### config.mk
export PLATFORM = sky130hd
export DESIGN_NAME = tiled_texture_untile_address_flat
export DESIGN_NICKNAME = d
export VERILOG_FILES = /design/src/rtl/tta_pkg.sv /design/src/rtl/tta_if.sv /design/src/rtl/tiled_texture_untile_address.sv /design/src/rtl/tta_front.sv /design/src/rtl/tta_div.sv /design/src/rtl/tta_addr.sv /design/src/flat_wrapper.sv
export SDC_FILE = /design/constraint.sdc
export NUM_CORES = 2
export LEC_CHECK = 0
export ABC_CLOCK_PERIOD_IN_PS = 8500
export BUFFER_PORTS_ARGS = -buffer_cell sky130_fd_sc_hd__buf_4
export CORE_MARGIN = 1.5
export CORE_UTILIZATION = 45
export DETAILED_ROUTE_END_ITERATION = 16
export SYNTH_ARGS = -nofsm -noshare
export SYNTH_HDL_FRONTEND = slang
export SYNTH_HIERARCHICAL = 1
export SYNTH_SLANG_ARGS = --single-unit
### constraint.sdc
create_clock -name clk -period 8.5 [get_ports clk]
set_input_delay 0.425 -clock clk [delete_from_list [all_inputs] [get_ports clk]]
set_output_delay 0.425 -clock clk [all_outputs]
set_load 0.05 [all_outputs]
### src/rtl/tta_pkg.sv
// Shared types, widths and register codes for the tiled texture untile address block.
// Every other file of the block imports this package; it depends on nothing.
package tta_pkg;

  // Largest texture width in blocks; wider settings saturate to this value.
  localparam int MAX_WIDTH_BLOCKS = 8192;

  // Fixed field widths of the channels.
  localparam int IDX_W      = 26;
  localparam int CX_W       = 16;
  localparam int CY_W       = 16;
  localparam int SRC_W      = 30;
  localparam int DST_W      = 34;
  localparam int CFG_WID_W  = 14;
  localparam int LOG_W      = 3;
  localparam int BUFB_W     = 32;
  localparam int CFG_IDX_W  = 2;
  localparam int CFG_DATA_W = 32;
  localparam int MAX_LOG    = 4;

  // Derived widths.
  localparam int WID_W     = $clog2(MAX_WIDTH_BLOCKS + 1);
  localparam int MAX_TILES = MAX_WIDTH_BLOCKS / 32;
  localparam int TILES_W   = $clog2(MAX_TILES + 1);
  localparam int REM_W     = (MAX_TILES > 1) ? $clog2(MAX_TILES) : 1;
  localparam int OM_W      = 17;                 // macro tile number, bounded by the index
  localparam int LOW_W     = 5;                  // coordinate bits below the macro tile
  localparam int X_W       = REM_W + LOW_W;
  localparam int Y_W       = OM_W + LOW_W;
  localparam int SUM_W     = Y_W + WID_W + 1;
  localparam int SHD_W     = SUM_W + MAX_LOG;

  // Pipelined divider: quotient bits resolved per stage and stage count.
  localparam int DIV_STEP = 4;
  localparam int DIV_STG  = (OM_W + DIV_STEP - 1) / DIV_STEP;
  localparam int DIV_W    = DIV_STG * DIV_STEP;

  typedef enum logic [CFG_IDX_W-1:0] {
    CFG_WIDTH  = 2'd0,
    CFG_LOG    = 2'd1,
    CFG_BUFFER = 2'd2
  } cfg_idx_t;

  // Effective configuration, already saturated at write time.
  typedef struct packed {
    logic [WID_W-1:0]   width;
    logic [LOG_W-1:0]   lg;
    logic [TILES_W-1:0] tiles;
    logic [BUFB_W-1:0]  buffer_bytes;
  } cfg_t;

  // Fields that ride along the divider untouched.
  typedef struct packed {
    logic [LOW_W-1:0] xlow;
    logic [LOW_W-1:0] ylow;
    logic [SRC_W-1:0] src;
  } side_t;

  typedef struct packed {
    logic [OM_W-1:0] om;
    side_t           side;
  } front_t;

  typedef struct packed {
    logic [REM_W-1:0] rem;
    logic [DIV_W-1:0] num;
    side_t            side;
  } div_st_t;

  typedef struct packed {
    logic [OM_W-1:0]  quo;
    logic [REM_W-1:0] rem;
    side_t            side;
  } div_res_t;

endpackage

### src/rtl/tta_if.sv
// Channel interfaces of the tiled texture untile address block: input, result and config.
// Depends on tta_pkg for the field widths.
interface tta_in_if;
  import tta_pkg::*;
  logic             valid;
  logic             ready;
  logic [IDX_W-1:0] block_index;
  modport source (output valid, block_index, input ready);
  modport sink (input valid, block_index, output ready);
endinterface

interface tta_out_if;
  import tta_pkg::*;
  logic             valid;
  logic             ready;
  logic [CX_W-1:0]  coord_x;
  logic [CY_W-1:0]  coord_y;
  logic [SRC_W-1:0] source_byte_offset;
  logic [DST_W-1:0] dest_byte_offset;
  logic             in_range;
  modport source (output valid, coord_x, coord_y, source_byte_offset, dest_byte_offset,
                  in_range, input ready);
  modport sink (input valid, coord_x, coord_y, source_byte_offset, dest_byte_offset,
                in_range, output ready);
endinterface

interface tta_cfg_if;
  import tta_pkg::*;
  logic                  valid;
  logic                  ready;
  logic [CFG_IDX_W-1:0]  index;
  logic [CFG_DATA_W-1:0] data;
  modport source (output valid, index, data, input ready);
  modport sink (input valid, index, data, output ready);
endinterface

### src/rtl/tiled_texture_untile_address.sv
// Each accepted input beat passes the front register, the divider stages, the sum register and the output register.
// Throughput: one beat per cycle; the divider has one stage per four quotient bits, so
// the pipeline holds up to eight items and stalls only when the output is not taken.
// Reset (synchronous, rst_n low) empties the pipeline and sets width 1, one byte per
// texel and a zero buffer size. Configuration writes are accepted in every cycle.
module tiled_texture_untile_address (
  input  logic     clk,
  input  logic     rst_n,
  tta_in_if.sink   in_ch,
  tta_out_if.source out_ch,
  tta_cfg_if.sink  cfg_ch
);
  import tta_pkg::*;

  logic [WID_W-1:0]   width_r;
  logic [LOG_W-1:0]   lg_r;
  logic [TILES_W-1:0] tiles_r;
  logic [BUFB_W-1:0]  bufb_r;

  logic [CFG_WID_W-1:0] raw_w;
  logic [WID_W-1:0]     width_nxt;
  logic [TILES_W-1:0]   tiles_nxt;
  logic [LOG_W-1:0]     raw_lg;
  logic [LOG_W-1:0]     lg_nxt;

  cfg_t     cfg;
  logic     f_valid;
  logic     f_ready;
  front_t   f_data;
  logic     d_valid;
  logic     d_ready;
  div_res_t d_data;

  // Saturate the settings once when written so the datapath sees only legal values.
  always_comb begin
    raw_w  = cfg_ch.data[CFG_WID_W-1:0];
    raw_lg = cfg_ch.data[LOG_W-1:0];
    if (raw_w == '0) begin
      width_nxt = WID_W'(1);
    end else if (32'(raw_w) > 32'(MAX_WIDTH_BLOCKS)) begin
      width_nxt = WID_W'(MAX_WIDTH_BLOCKS);
    end else begin
      width_nxt = WID_W'(raw_w);
    end
    tiles_nxt = TILES_W'((32'(width_nxt) + 32'd31) >> 5);
    lg_nxt    = (32'(raw_lg) > MAX_LOG) ? LOG_W'(MAX_LOG) : raw_lg;
  end

  assign cfg_ch.ready = 1'b1;

  always_ff @(posedge clk) begin
    if (!rst_n) begin
      width_r <= WID_W'(1);
      lg_r    <= '0;
      tiles_r <= TILES_W'(1);
      bufb_r  <= '0;
    end else if (cfg_ch.valid) begin
      case (cfg_idx_t'(cfg_ch.index))
        CFG_WIDTH: begin
          width_r <= width_nxt;
          tiles_r <= tiles_nxt;
        end
        CFG_LOG: begin
          lg_r <= lg_nxt;
        end
        CFG_BUFFER: begin
          bufb_r <= cfg_ch.data[BUFB_W-1:0];
        end
        default: begin
        end
      endcase
    end
  end

  assign cfg.width        = width_r;
  assign cfg.lg           = lg_r;
  assign cfg.tiles        = tiles_r;
  assign cfg.buffer_bytes = bufb_r;

  tta_front u_front (
    .clk      (clk),
    .rst_n    (rst_n),
    .cfg      (cfg),
    .up_valid (in_ch.valid),
    .up_ready (in_ch.ready),
    .up_idx   (in_ch.block_index),
    .dn_valid (f_valid),
    .dn_ready (f_ready),
    .dn_data  (f_data)
  );

  tta_div u_div (
    .clk      (clk),
    .rst_n    (rst_n),
    .cfg      (cfg),
    .up_valid (f_valid),
    .up_ready (f_ready),
    .up_data  (f_data),
    .dn_valid (d_valid),
    .dn_ready (d_ready),
    .dn_data  (d_data)
  );

  tta_addr u_addr (
    .clk         (clk),
    .rst_n       (rst_n),
    .cfg         (cfg),
    .up_valid    (d_valid),
    .up_ready    (d_ready),
    .up_data     (d_data),
    .dn_valid    (out_ch.valid),
    .dn_ready    (out_ch.ready),
    .dn_coord_x  (out_ch.coord_x),
    .dn_coord_y  (out_ch.coord_y),
    .dn_src      (out_ch.source_byte_offset),
    .dn_dst      (out_ch.dest_byte_offset),
    .dn_in_range (out_ch.in_range)
  );

endmodule

### src/rtl/tta_front.sv
// Front stage: splits the tiled index into macro tile number and the low coordinate bits.
// Depends on tta_pkg.
module tta_front (
  input  logic                  clk,
  input  logic                  rst_n,
  input  tta_pkg::cfg_t         cfg,
  input  logic                  up_valid,
  output logic                  up_ready,
  input  logic [tta_pkg::IDX_W-1:0] up_idx,
  output logic                  dn_valid,
  input  logic                  dn_ready,
  output tta_pkg::front_t       dn_data
);
  import tta_pkg::*;

  localparam int OT_W = SRC_W - 2;

  logic [SRC_W-1:0] ob;
  logic [OT_W-1:0]  ot;
  logic [OT_W-1:0]  sh5;
  logic [OT_W-1:0]  sh6;
  logic [OT_W-1:0]  sh7;
  logic [1:0]       tx;
  logic [1:0]       ty;
  logic [6:0]       u7;
  logic [6:0]       ux7;
  logic [10:0]      m11;
  logic [9:0]       v10;
  logic [9:0]       uyv;
  logic [2:0]       uy;
  front_t           data_nxt;
  front_t           data_r;
  logic             v_r;

  always_comb begin
    ob  = SRC_W'(up_idx) << cfg.lg;
    // Tile bytes: the upper address bits drop three places, bits 8..10 drop two.
    ot  = OT_W'({ob[SRC_W-1:12], 9'b0}) + OT_W'({ob[10:8], 6'b0}) + OT_W'(ob[5:0]);
    sh5 = ot >> ({2'b0, cfg.lg} + 5'd5);
    sh6 = ot >> ({2'b0, cfg.lg} + 5'd6);
    sh7 = ot >> ({2'b0, cfg.lg} + 5'd7);
    tx  = {sh5[1], 1'b0} + ob[7:6];
    ty  = {ob[11], sh6[0]};
    // Micro tile column: bit 4 of the tile offset is squeezed out.
    u7  = {ot[7:5], ot[3:0]};
    ux7 = u7 >> cfg.lg;
    // Micro tile row: the masked field and the doubled low nibble never overlap.
    m11 = ((11'd64 << cfg.lg) - 11'd1) & ~11'd31;
    v10 = (ot[9:0] & m11[9:0]) | {5'b0, ot[3:0], 1'b0};
    uyv = v10 >> ({2'b0, cfg.lg} + 5'd3);
    uy  = uyv[2:0] & 3'b110;
    data_nxt.om        = sh7[OM_W-1:0];
    data_nxt.side.xlow = {tx, ux7[2:0]};
    data_nxt.side.ylow = {ty, uy[2:1], ot[4]};
    data_nxt.side.src  = ob;
  end

  assign up_ready = !v_r || dn_ready;

  always_ff @(posedge clk) begin
    if (!rst_n) begin
      v_r <= 1'b0;
    end else if (up_ready) begin
      v_r <= up_valid;
    end
  end

  always_ff @(posedge clk) begin
    if (up_ready && up_valid) begin
      data_r <= data_nxt;
    end
  end

  assign dn_valid = v_r;
  assign dn_data  = data_r;

endmodule

### src/rtl/tta_div.sv
// Pipelined restoring divider: macro tile number over tiles per row, a few bits per stage.
// Depends on tta_pkg.
module tta_div (
  input  logic              clk,
  input  logic              rst_n,
  input  tta_pkg::cfg_t     cfg,
  input  logic              up_valid,
  output logic              up_ready,
  input  tta_pkg::front_t   up_data,
  output logic              dn_valid,
  input  logic              dn_ready,
  output tta_pkg::div_res_t dn_data
);
  import tta_pkg::*;

  localparam int CMP_W = REM_W + 2;

  logic    v_r [DIV_STG];
  logic    rdy [DIV_STG];
  div_st_t st_r [DIV_STG];

  genvar k;
  generate
    for (k = 0; k < DIV_STG; k++) begin : g_stg
      logic             in_v;
      div_st_t          in_st;
      div_st_t          step_nxt;
      logic [REM_W-1:0] rem_c;
      logic [DIV_W-1:0] num_c;
      logic [REM_W:0]   trial;
      logic [CMP_W-1:0] diff;
      logic             ge;

      if (k == 0) begin : g_head
        assign in_v       = up_valid;
        assign in_st.rem  = '0;
        assign in_st.num  = DIV_W'(up_data.om);
        assign in_st.side = up_data.side;
      end else begin : g_body
        assign in_v  = v_r[k-1];
        assign in_st = st_r[k-1];
      end

      if (k == DIV_STG - 1) begin : g_last
        assign rdy[k] = !v_r[k] || dn_ready;
      end else begin : g_mid
        assign rdy[k] = !v_r[k] || rdy[k+1];
      end

      // Quotient bits shift in at the bottom as dividend bits leave the top.
      always_comb begin
        rem_c = in_st.rem;
        num_c = in_st.num;
        trial = '0;
        diff  = '0;
        ge    = 1'b0;
        for (int j = 0; j < DIV_STEP; j++) begin
          trial = {rem_c, num_c[DIV_W-1]};
          diff  = CMP_W'(trial) - CMP_W'(cfg.tiles);
          ge    = !diff[CMP_W-1];
          num_c = {num_c[DIV_W-2:0], ge};
          rem_c = ge ? diff[REM_W-1:0] : trial[REM_W-1:0];
        end
        step_nxt.rem  = rem_c;
        step_nxt.num  = num_c;
        step_nxt.side = in_st.side;
      end

      always_ff @(posedge clk) begin
        if (!rst_n) begin
          v_r[k] <= 1'b0;
        end else if (rdy[k]) begin
          v_r[k] <= in_v;
        end
      end

      always_ff @(posedge clk) begin
        if (rdy[k] && in_v) begin
          st_r[k] <= step_nxt;
        end
      end
    end
  endgenerate

  assign up_ready     = rdy[0];
  assign dn_valid     = v_r[DIV_STG-1];
  assign dn_data.quo  = st_r[DIV_STG-1].num[OM_W-1:0];
  assign dn_data.rem  = st_r[DIV_STG-1].rem;
  assign dn_data.side = st_r[DIV_STG-1].side;

endmodule

### src/rtl/tta_addr.sv
// Address stages: row times width plus column, then byte scaling, range check and output register.
// Depends on tta_pkg.
module tta_addr (
  input  logic                      clk,
  input  logic                      rst_n,
  input  tta_pkg::cfg_t             cfg,
  input  logic                      up_valid,
  output logic                      up_ready,
  input  tta_pkg::div_res_t         up_data,
  output logic                      dn_valid,
  input  logic                      dn_ready,
  output logic [tta_pkg::CX_W-1:0]  dn_coord_x,
  output logic [tta_pkg::CY_W-1:0]  dn_coord_y,
  output logic [tta_pkg::SRC_W-1:0] dn_src,
  output logic [tta_pkg::DST_W-1:0] dn_dst,
  output logic                      dn_in_range
);
  import tta_pkg::*;

  logic [X_W-1:0]   x;
  logic [Y_W-1:0]   y;
  logic [SUM_W-1:0] sum_nxt;
  logic [SHD_W-1:0] dst_nxt;

  logic             mv_r;
  logic [SUM_W-1:0] sum_r;
  logic [X_W-1:0]   mx_r;
  logic [CY_W-1:0]  my_r;
  logic [SRC_W-1:0] msrc_r;
  logic             m_ready;

  logic             ov_r;
  logic [CX_W-1:0]  cx_r;
  logic [CY_W-1:0]  cy_r;
  logic [SRC_W-1:0] src_r;
  logic [DST_W-1:0] dst_r;
  logic             rng_r;
  logic             o_ready;

  // Macro tile quotient and remainder sit directly above the low coordinate bits.
  assign x       = {up_data.rem, up_data.side.xlow};
  assign y       = {up_data.quo, up_data.side.ylow};
  assign sum_nxt = SUM_W'(y) * SUM_W'(cfg.width) + SUM_W'(x);
  assign dst_nxt = SHD_W'(sum_r) << cfg.lg;

  assign o_ready  = !ov_r || dn_ready;
  assign m_ready  = !mv_r || o_ready;
  assign up_ready = m_ready;

  always_ff @(posedge clk) begin
    if (!rst_n) begin
      mv_r <= 1'b0;
      ov_r <= 1'b0;
    end else begin
      if (m_ready) begin
        mv_r <= up_valid;
      end
      if (o_ready) begin
        ov_r <= mv_r;
      end
    end
  end

  always_ff @(posedge clk) begin
    if (m_ready && up_valid) begin
      sum_r  <= sum_nxt;
      mx_r   <= x;
      my_r   <= y[CY_W-1:0];
      msrc_r <= up_data.side.src;
    end
    if (o_ready && mv_r) begin
      cx_r  <= CX_W'(mx_r);
      cy_r  <= my_r;
      src_r <= msrc_r;
      dst_r <= dst_nxt[DST_W-1:0];
      // The range check uses the full offset, not the truncated field.
      rng_r <= dst_nxt < SHD_W'(cfg.buffer_bytes);
    end
  end

  assign dn_valid    = ov_r;
  assign dn_coord_x  = cx_r;
  assign dn_coord_y  = cy_r;
  assign dn_src      = src_r;
  assign dn_dst      = dst_r;
  assign dn_in_range = rng_r;

endmodule
### src/flat_wrapper.sv
// flat-port wrapper written by rule: the top's interface ports become plain ports
module tiled_texture_untile_address_flat import tta_pkg::*;
  (clk, rst_n, in_ch_valid, in_ch_block_index, in_ch_ready, out_ch_valid, out_ch_coord_x, out_ch_coord_y, out_ch_source_byte_offset, out_ch_dest_byte_offset, out_ch_in_range, out_ch_ready, cfg_ch_valid, cfg_ch_index, cfg_ch_data, cfg_ch_ready);
  tta_in_if in_ch_i ();
  tta_out_if out_ch_i ();
  tta_cfg_if cfg_ch_i ();
  input  logic clk;
  input  logic rst_n;
  input wire logic [$bits(in_ch_i.valid)-1:0] in_ch_valid;
  input wire logic [$bits(in_ch_i.block_index)-1:0] in_ch_block_index;
  output wire logic [$bits(in_ch_i.ready)-1:0] in_ch_ready;
  output wire logic [$bits(out_ch_i.valid)-1:0] out_ch_valid;
  output wire logic [$bits(out_ch_i.coord_x)-1:0] out_ch_coord_x;
  output wire logic [$bits(out_ch_i.coord_y)-1:0] out_ch_coord_y;
  output wire logic [$bits(out_ch_i.source_byte_offset)-1:0] out_ch_source_byte_offset;
  output wire logic [$bits(out_ch_i.dest_byte_offset)-1:0] out_ch_dest_byte_offset;
  output wire logic [$bits(out_ch_i.in_range)-1:0] out_ch_in_range;
  input wire logic [$bits(out_ch_i.ready)-1:0] out_ch_ready;
  input wire logic [$bits(cfg_ch_i.valid)-1:0] cfg_ch_valid;
  input wire logic [$bits(cfg_ch_i.index)-1:0] cfg_ch_index;
  input wire logic [$bits(cfg_ch_i.data)-1:0] cfg_ch_data;
  output wire logic [$bits(cfg_ch_i.ready)-1:0] cfg_ch_ready;
  assign in_ch_i.valid = in_ch_valid;
  assign in_ch_i.block_index = in_ch_block_index;
  assign in_ch_ready = in_ch_i.ready;
  assign out_ch_valid = out_ch_i.valid;
  assign out_ch_coord_x = out_ch_i.coord_x;
  assign out_ch_coord_y = out_ch_i.coord_y;
  assign out_ch_source_byte_offset = out_ch_i.source_byte_offset;
  assign out_ch_dest_byte_offset = out_ch_i.dest_byte_offset;
  assign out_ch_in_range = out_ch_i.in_range;
  assign out_ch_i.ready = out_ch_ready;
  assign cfg_ch_i.valid = cfg_ch_valid;
  assign cfg_ch_i.index = cfg_ch_index;
  assign cfg_ch_i.data = cfg_ch_data;
  assign cfg_ch_ready = cfg_ch_i.ready;
  tiled_texture_untile_address u_core (.clk(clk), .rst_n(rst_n), .in_ch(in_ch_i), .out_ch(out_ch_i), .cfg_ch(cfg_ch_i));
endmodule
# Yosys cells after proc, flatten, opt, wreduce, memory -nomap -nowiden
# Memories as Yosys holds them, arrays and structs flattened.
# Cells that the tools add are included.
# totals
inputBits	65
ram_bits	345
ff_bits	308
output_inout_bits	100
memories	2
# memory_table
memory	words	word_bits	read_ports	rd_clocked_by_memory_dff	wr	line_no	source
u_core.u_div.st_r	5	68	5	0	5	tta_div.sv:20	div_st_t st_r [DIV_STG];
u_core.u_div.v_r	5	1	5	0	5	tta_div.sv:18	logic v_r [DIV_STG];
# op_classes
n_mul	1
bitwise	7
eq_ne	2
shifts	8
n_reduce_logical	49
magnitude_cmp	3
muxes	54
add_sub_neg	30
# ops
operator	n
subtractor 9 x 9 -> 10 bit	19
2-to-1 mux 8 bit	20
< comparator 41 x 32 -> 1 bit	1
left shift 37 x 3 -> 41 bit	1
adder 36 x 13 -> 37 bit	1
multiplier 22 x 14 -> 36 bit	1
2-to-1 mux 1 bit	31
left shift 26 x 3 -> 30 bit	1
adder 27 x 9 -> 28 bit	1
adder 28 x 6 -> 28 bit	1
logical NOT 1 bit	28
2-to-1 mux 14 bit	2
>> shifter 28 x 4 -> 1 bit	1
>> shifter 28 x 4 -> 17 bit	1
>> shifter 28 x 4 -> 2 bit	1
adder 14 x 5 -> 14 bit, second input constant	1
> comparator 14 bit, second input constant	1
logical NOT 14 bit	1
adder 3 x 3 -> 4 bit, second input constant	3
AND 10 bit	1
OR 10 x 5 -> 10 bit	1
left shift 7 x 3 -> 10 bit, first input constant	1
>> shifter 10 x 4 -> 3 bit	1
subtractor 1 x 9 -> 10 bit, first input constant	1
13 further kinds	33

# Longest topological paths before layout
# logic_depth
ltp_word	12
ltp_mapped	35
mapped_depth_nobuf	33

# Cells and area by module
# The synthesis kept the hierarchy.
# modules_own_cells
module	area_each_um2	seq_area_each_um2	instances	cells_each
tta_addr	18456.5	5745.5	1	1681
tta_div	18003.5	9899.5	1	1396
tta_front	3085.5	1641.6	1	275
tiled_texture_untile_address	2336.0	1161.1	1	289

# Worst setup path after synthesis
# Ideal clock, no wire load.
# synth_timing
path_kind	register -> register
from	register u_core.tiles_r[1]
to	memory u_core/u_div/st_r[0][265] (netlist bit), data pin
path_stages_with_launch	33
t_arrival_ns	8.233
required_time_ns	8.240
slack_ns	0.007
period_less_slack_ns	8.493
path_cell_list	dfxtp_1 -> inv_1 -> ha_1 -> nor2b_1 -> o31a_1 -> o21ai_1 -> and2_0 -> clkbuf_1 -> inv_1 -> o21ai_0 -> inv_1 -> ha_1 -> nor2b_1 -> o211a_1 -> o21ai_0 -> and2_1 -> buf_2 -> clkinv_1 -> mux2_2 -> ha_1 -> o21a_1 -> o31a_1 -> o22ai_1 -> o21ai_1 -> clkbuf_1 -> mux2_2 -> ha_1 -> o2111ai_1 -> nand4b_1 -> o31ai_1 -> o21ai_0 -> clkbuf_1 -> mux2_2
# synth_rtl
element	line_no	source
start: declaration	tiled_texture_untile_address.sv:17	logic [TILES_W-1:0] tiles_r;
start signal: assignment	tiled_texture_untile_address.sv:61	tiles_r <= tiles_nxt;
end: declaration	tta_div.sv:20	

==> run summary <==
Clk Latency, worst-skew pair - 0.64 ns
Area leader, netlist - edfxtp_1
DR iter-0 viols - 1800
Synth area leaders - edfxtp_1 41%, fa_1 13%, ha_1 9.4%
Inserted Diodes - 0
Tightest Pin Transition - 1.205 ns
Critical path launch point - u_core/tiles_r[3]
Critical Path Source Type - flop
Clock Sink Count - 635
RSZ-0062 raised after global routing - false
Wirelength per Cell - 19.52 µm
GRT Util Overall - 21.13%
CP Capture Point - u_core/u_div/st_r[0][200]
Register area share after synthesis - 44.05%
R2r startpoint - u_core/tiles_r[3]
Die Area - 94910 µm²
Largest net degree at the start of global routing - 67
Initial Utilization - 45.55%
Worst Path Arrival - 8.28 ns
Hold WS - 0.03884 ns
Area growth, synth to finish - 12.34%
Core Region - 91940 µm²
Clock skew - 0.03504 ns
H-tree depth - 3
Clock root buffer - clkbuf_16
Crit-path slowest cell - or4_1
R2R setup slack - 0.60 ns
CP peak stage delay - 0.52 ns
Period minus WS final - 7.904 ns
I/O pin cnt - 165
Nets@finish - 4447
Reg2Reg Depth - 28
Cell variety after synth - 96
CTS tree - built
Synth async-reset ratio - 0%
Width of the die - 308.1 µm
Max Cap Violations - 0
Post-DR vias/cell - 5.312
Post-Synth Simple-Gate Area - 10.26%
First-pass GRT wire length - 155100 µm
DRC viols - 0
Sum of negative setup slack - 0 ns
Xor and xnor area share after synthesis - 2.551%
Placer Congestion - 0.8819
Worst Path Max Fanout - 12
Mean post-synth cell area - 11.50 µm²
Synth Flop Type - edfxtp_1
Cell mode on critical path - ha_1
DR pass1 iterations - 5
Slew Viols, Final - 0
Max Freq - 0.1265 GHz
Via count - 27084
Mux contribution to synthesized area - 5.658%
Grt ovf - 0
Yosys warnings - 6
CP required - 8.87 ns
Setup bufs post-CTS - 0
Final Cycle Share - 92.99%
Buffers on Ports - 160
Crit path capture type - flop
Status - completed
EDFF count, synth - 573
Worst hold path type - primary input to flop
Antenna violations before repair - 0
Synthesized cell area - 41880 µm²
Vias in the first global route - 27430
Fraction of layout cells with a size suffix above 1 - 13.33%
#FFs+latches synth - 635
Setup CP Type - flop to flop
TritonCTS Buffers - 72
HPWL Detailed - 74370 µm
Final ANT Viol Nets - 0
Worst relative slew slack - 19.68%
R2R Path End - u_core/u_div/st_r[0][200]
Height of the die - 308.1 µm
Drt total wl - 99550 µm
Synth Instances - 3641
# setup viols final - 0
Adder-cell share of the synthesized area - 22.22%
Std-Cell Rows - 111
Largest family of logic cells by synthesized area - adder cells
Post-synth top area share - 41.08%
Clk pin slew, worst setup/hold paths - 0.06 ns
Post-synthesis compound-gate area fraction - 10.03%
Final hold violations - 0
Max Root-Sink Buffers - 3
-- worst max-delay path, delay by kind of cell, from the launching register on --
kind / cells / cell delay (ns)
AOI/OAI and AO/OA: 15 / 3.46
adders and majority gates: 4 / 1.30
muxes: 3 / 1.11
and+or+nand+nor: 3 / 0.79
buffers and inverters: 3 / 0.65
DFF: 1 / 0.38
-- repair_timing --
action / 4_1_cts / 5_1_grt
setup endpoints to repair: 0 / 28
gates resized for setup: 0 / 11
endpoints found under the hold margin: 5 / 0
hold buffers: 5 / 0
-- cells by family (layout without fill, tap and decap cells) --
family | after synthesis | count (layout)
flip-flops | 635 | 635
multiplexers | 201 | 201
XOR/XNOR | 122 | 122
buffers and inverters | 548 | 759
adder cells (fa/ha/maj) | 583 | 583
other | 4 | 8
AND/OR/NAND/NOR | 896 | 896
AO/OA/AOI/OAI | 652 | 652
-- per-stage QoR --
| step | setup WS [ns] | cells | util [%] | cell area (µm²) |
|---|---|---|---|---|
| 2_1_floorplan | 0.006922 | 3645 | - | 41900 |
| 5_1_grt | 0.04435 | 5099 | 51.17 | 47050 |
| 3_3_place_gp | 0.4039 | 4963 | 48.42 | 44520 |
| 3_5_place_dp | 0.3001 | 4963 | 48.42 | 44520 |
| 4_1_cts | 0.2392 | 5099 | 51.12 | 47000 |
| 6_report | 0.5961 | 5099 | 51.17 | 47050 |
-- registers in the layout (all words and copies together) (netlist names) --
name	count
u_core/u_div/v_r	5
u_core/u_addr/dn_src	30
u_core/u_front/dn_valid	1
u_core/lg_r	3
u_core/u_addr/dn_in_range	1
u_core/tiles_r	9
u_core/u_addr/mv_r	1
u_core/u_addr/msrc_r	30
u_core/u_addr/dn_valid	1
u_core/u_addr/mx_r	13
u_core/u_front/dn_data	54
u_core/u_addr/dn_dst	34
u_core/bufb_r	32
u_core/u_addr/sum_r	37
u_core/u_div/st_r	325
u_core/u_addr/dn_coord_y	16
u_core/width_r	14
u_core/u_addr/dn_coord_x	13
u_core/u_addr/my_r	16
-- cells in the final DEF, fill, tap and decap left out, types with 10 or more instances in the layout --
cell,Yosys,final
a211o_1,10,10
a211oi_1,18,17
a21o_1,67,67
a21oi_1,219,218
a31oi_1,14,13
and2_1,163,160
and3_1,13,13
buf_4,11,227
clkbuf_1,113,19
clkbuf_16,0,74
clkinv_1,6,14
dfxtp_1,62,59
edfxtp_1,573,573
fa_1,268,268
ha_1,315,315
inv_1,387,386
mux2_2,112,112
mux2i_1,71,70
mux4_2,17,17
nand2_1,390,388
nand2b_1,13,13
nand3_1,43,43
nand4_1,24,24
nor2_1,126,126
nor2b_1,41,37
nor3_1,30,30
o211ai_1,15,15
o21a_1,51,51
o21ai_0,122,122
o21bai_1,16,16
o31a_1,13,13
o31ai_1,11,11
or3_1,10,10
xnor2_1,70,70
xor2_1,52,52
-- layer usage --
layer / GRT usage (%) / vias up / share of wire, % / wire length, µm
met5: 0 / - / 0 / 0
met4: 6.026 / 0 / 2.3 / 2338
met3: 2.646 / 134 / 3.7 / 3691
met2: 36.63 / 518 / 49 / 49190
met1: 27.74 / 13385 / 45 / 44320
li1: - / 13047 / - / -
-- synth_stat cells (16+ instances only) --
library cell    n
edfxtp_1      573
nand2_1       390
inv_1         387
ha_1          315
fa_1          268
a21oi_1       219
and2_1        163
nor2_1        126
o21ai_0       122
clkbuf_1      113
mux2_2        112
mux2i_1        71
xnor2_1        70
a21o_1         67
dfxtp_1        62
xor2_1         52
o21a_1         51
nand3_1        43
nor2b_1        41
nor3_1         30
nand4_1        24
a211oi_1       18
mux4_2         17
buf_2          16
o21bai_1       16
-- area by class of cell --
cell class / instances / area (µm²)
clock buffer: 94 / 1937
clock inverter: 37 / 495.5
fill: 8243 / 44890
inverter: 396 / 1486
multi-input combinational: 2462 / 21370
sequential: 635 / 18460
tap: 1243 / 1555
timing repair buffer: 232 / 1754
-- worst min-delay path by stage --
stage	start	endpoint	slack [ns]	cells after the start
after floorplan	u_core/u_addr/mx_r[0]	u_core/u_addr/dn_coord_x[0]	0.40	0
after global placement	u_core/u_front/dn_data[39]	u_core/u_div/st_r[0][39]	0.40	0
after detailed placement	u_core/u_addr/msrc_r[3]	u_core/u_addr/dn_src[3]	0.40	0
after CTS	cfg_ch_data[18]	u_core/bufb_r[18]	0.003	3
after global routing	in_ch_block_index[22]	u_core/u_front/dn_data[52]	0.02	1
final	in_ch_block_index[22]	u_core/u_front/dn_data[52]	0.04	1
Power is not shown: default switching activity piles up to over one toggle a cycle in this logic, so the estimate is an artifact.
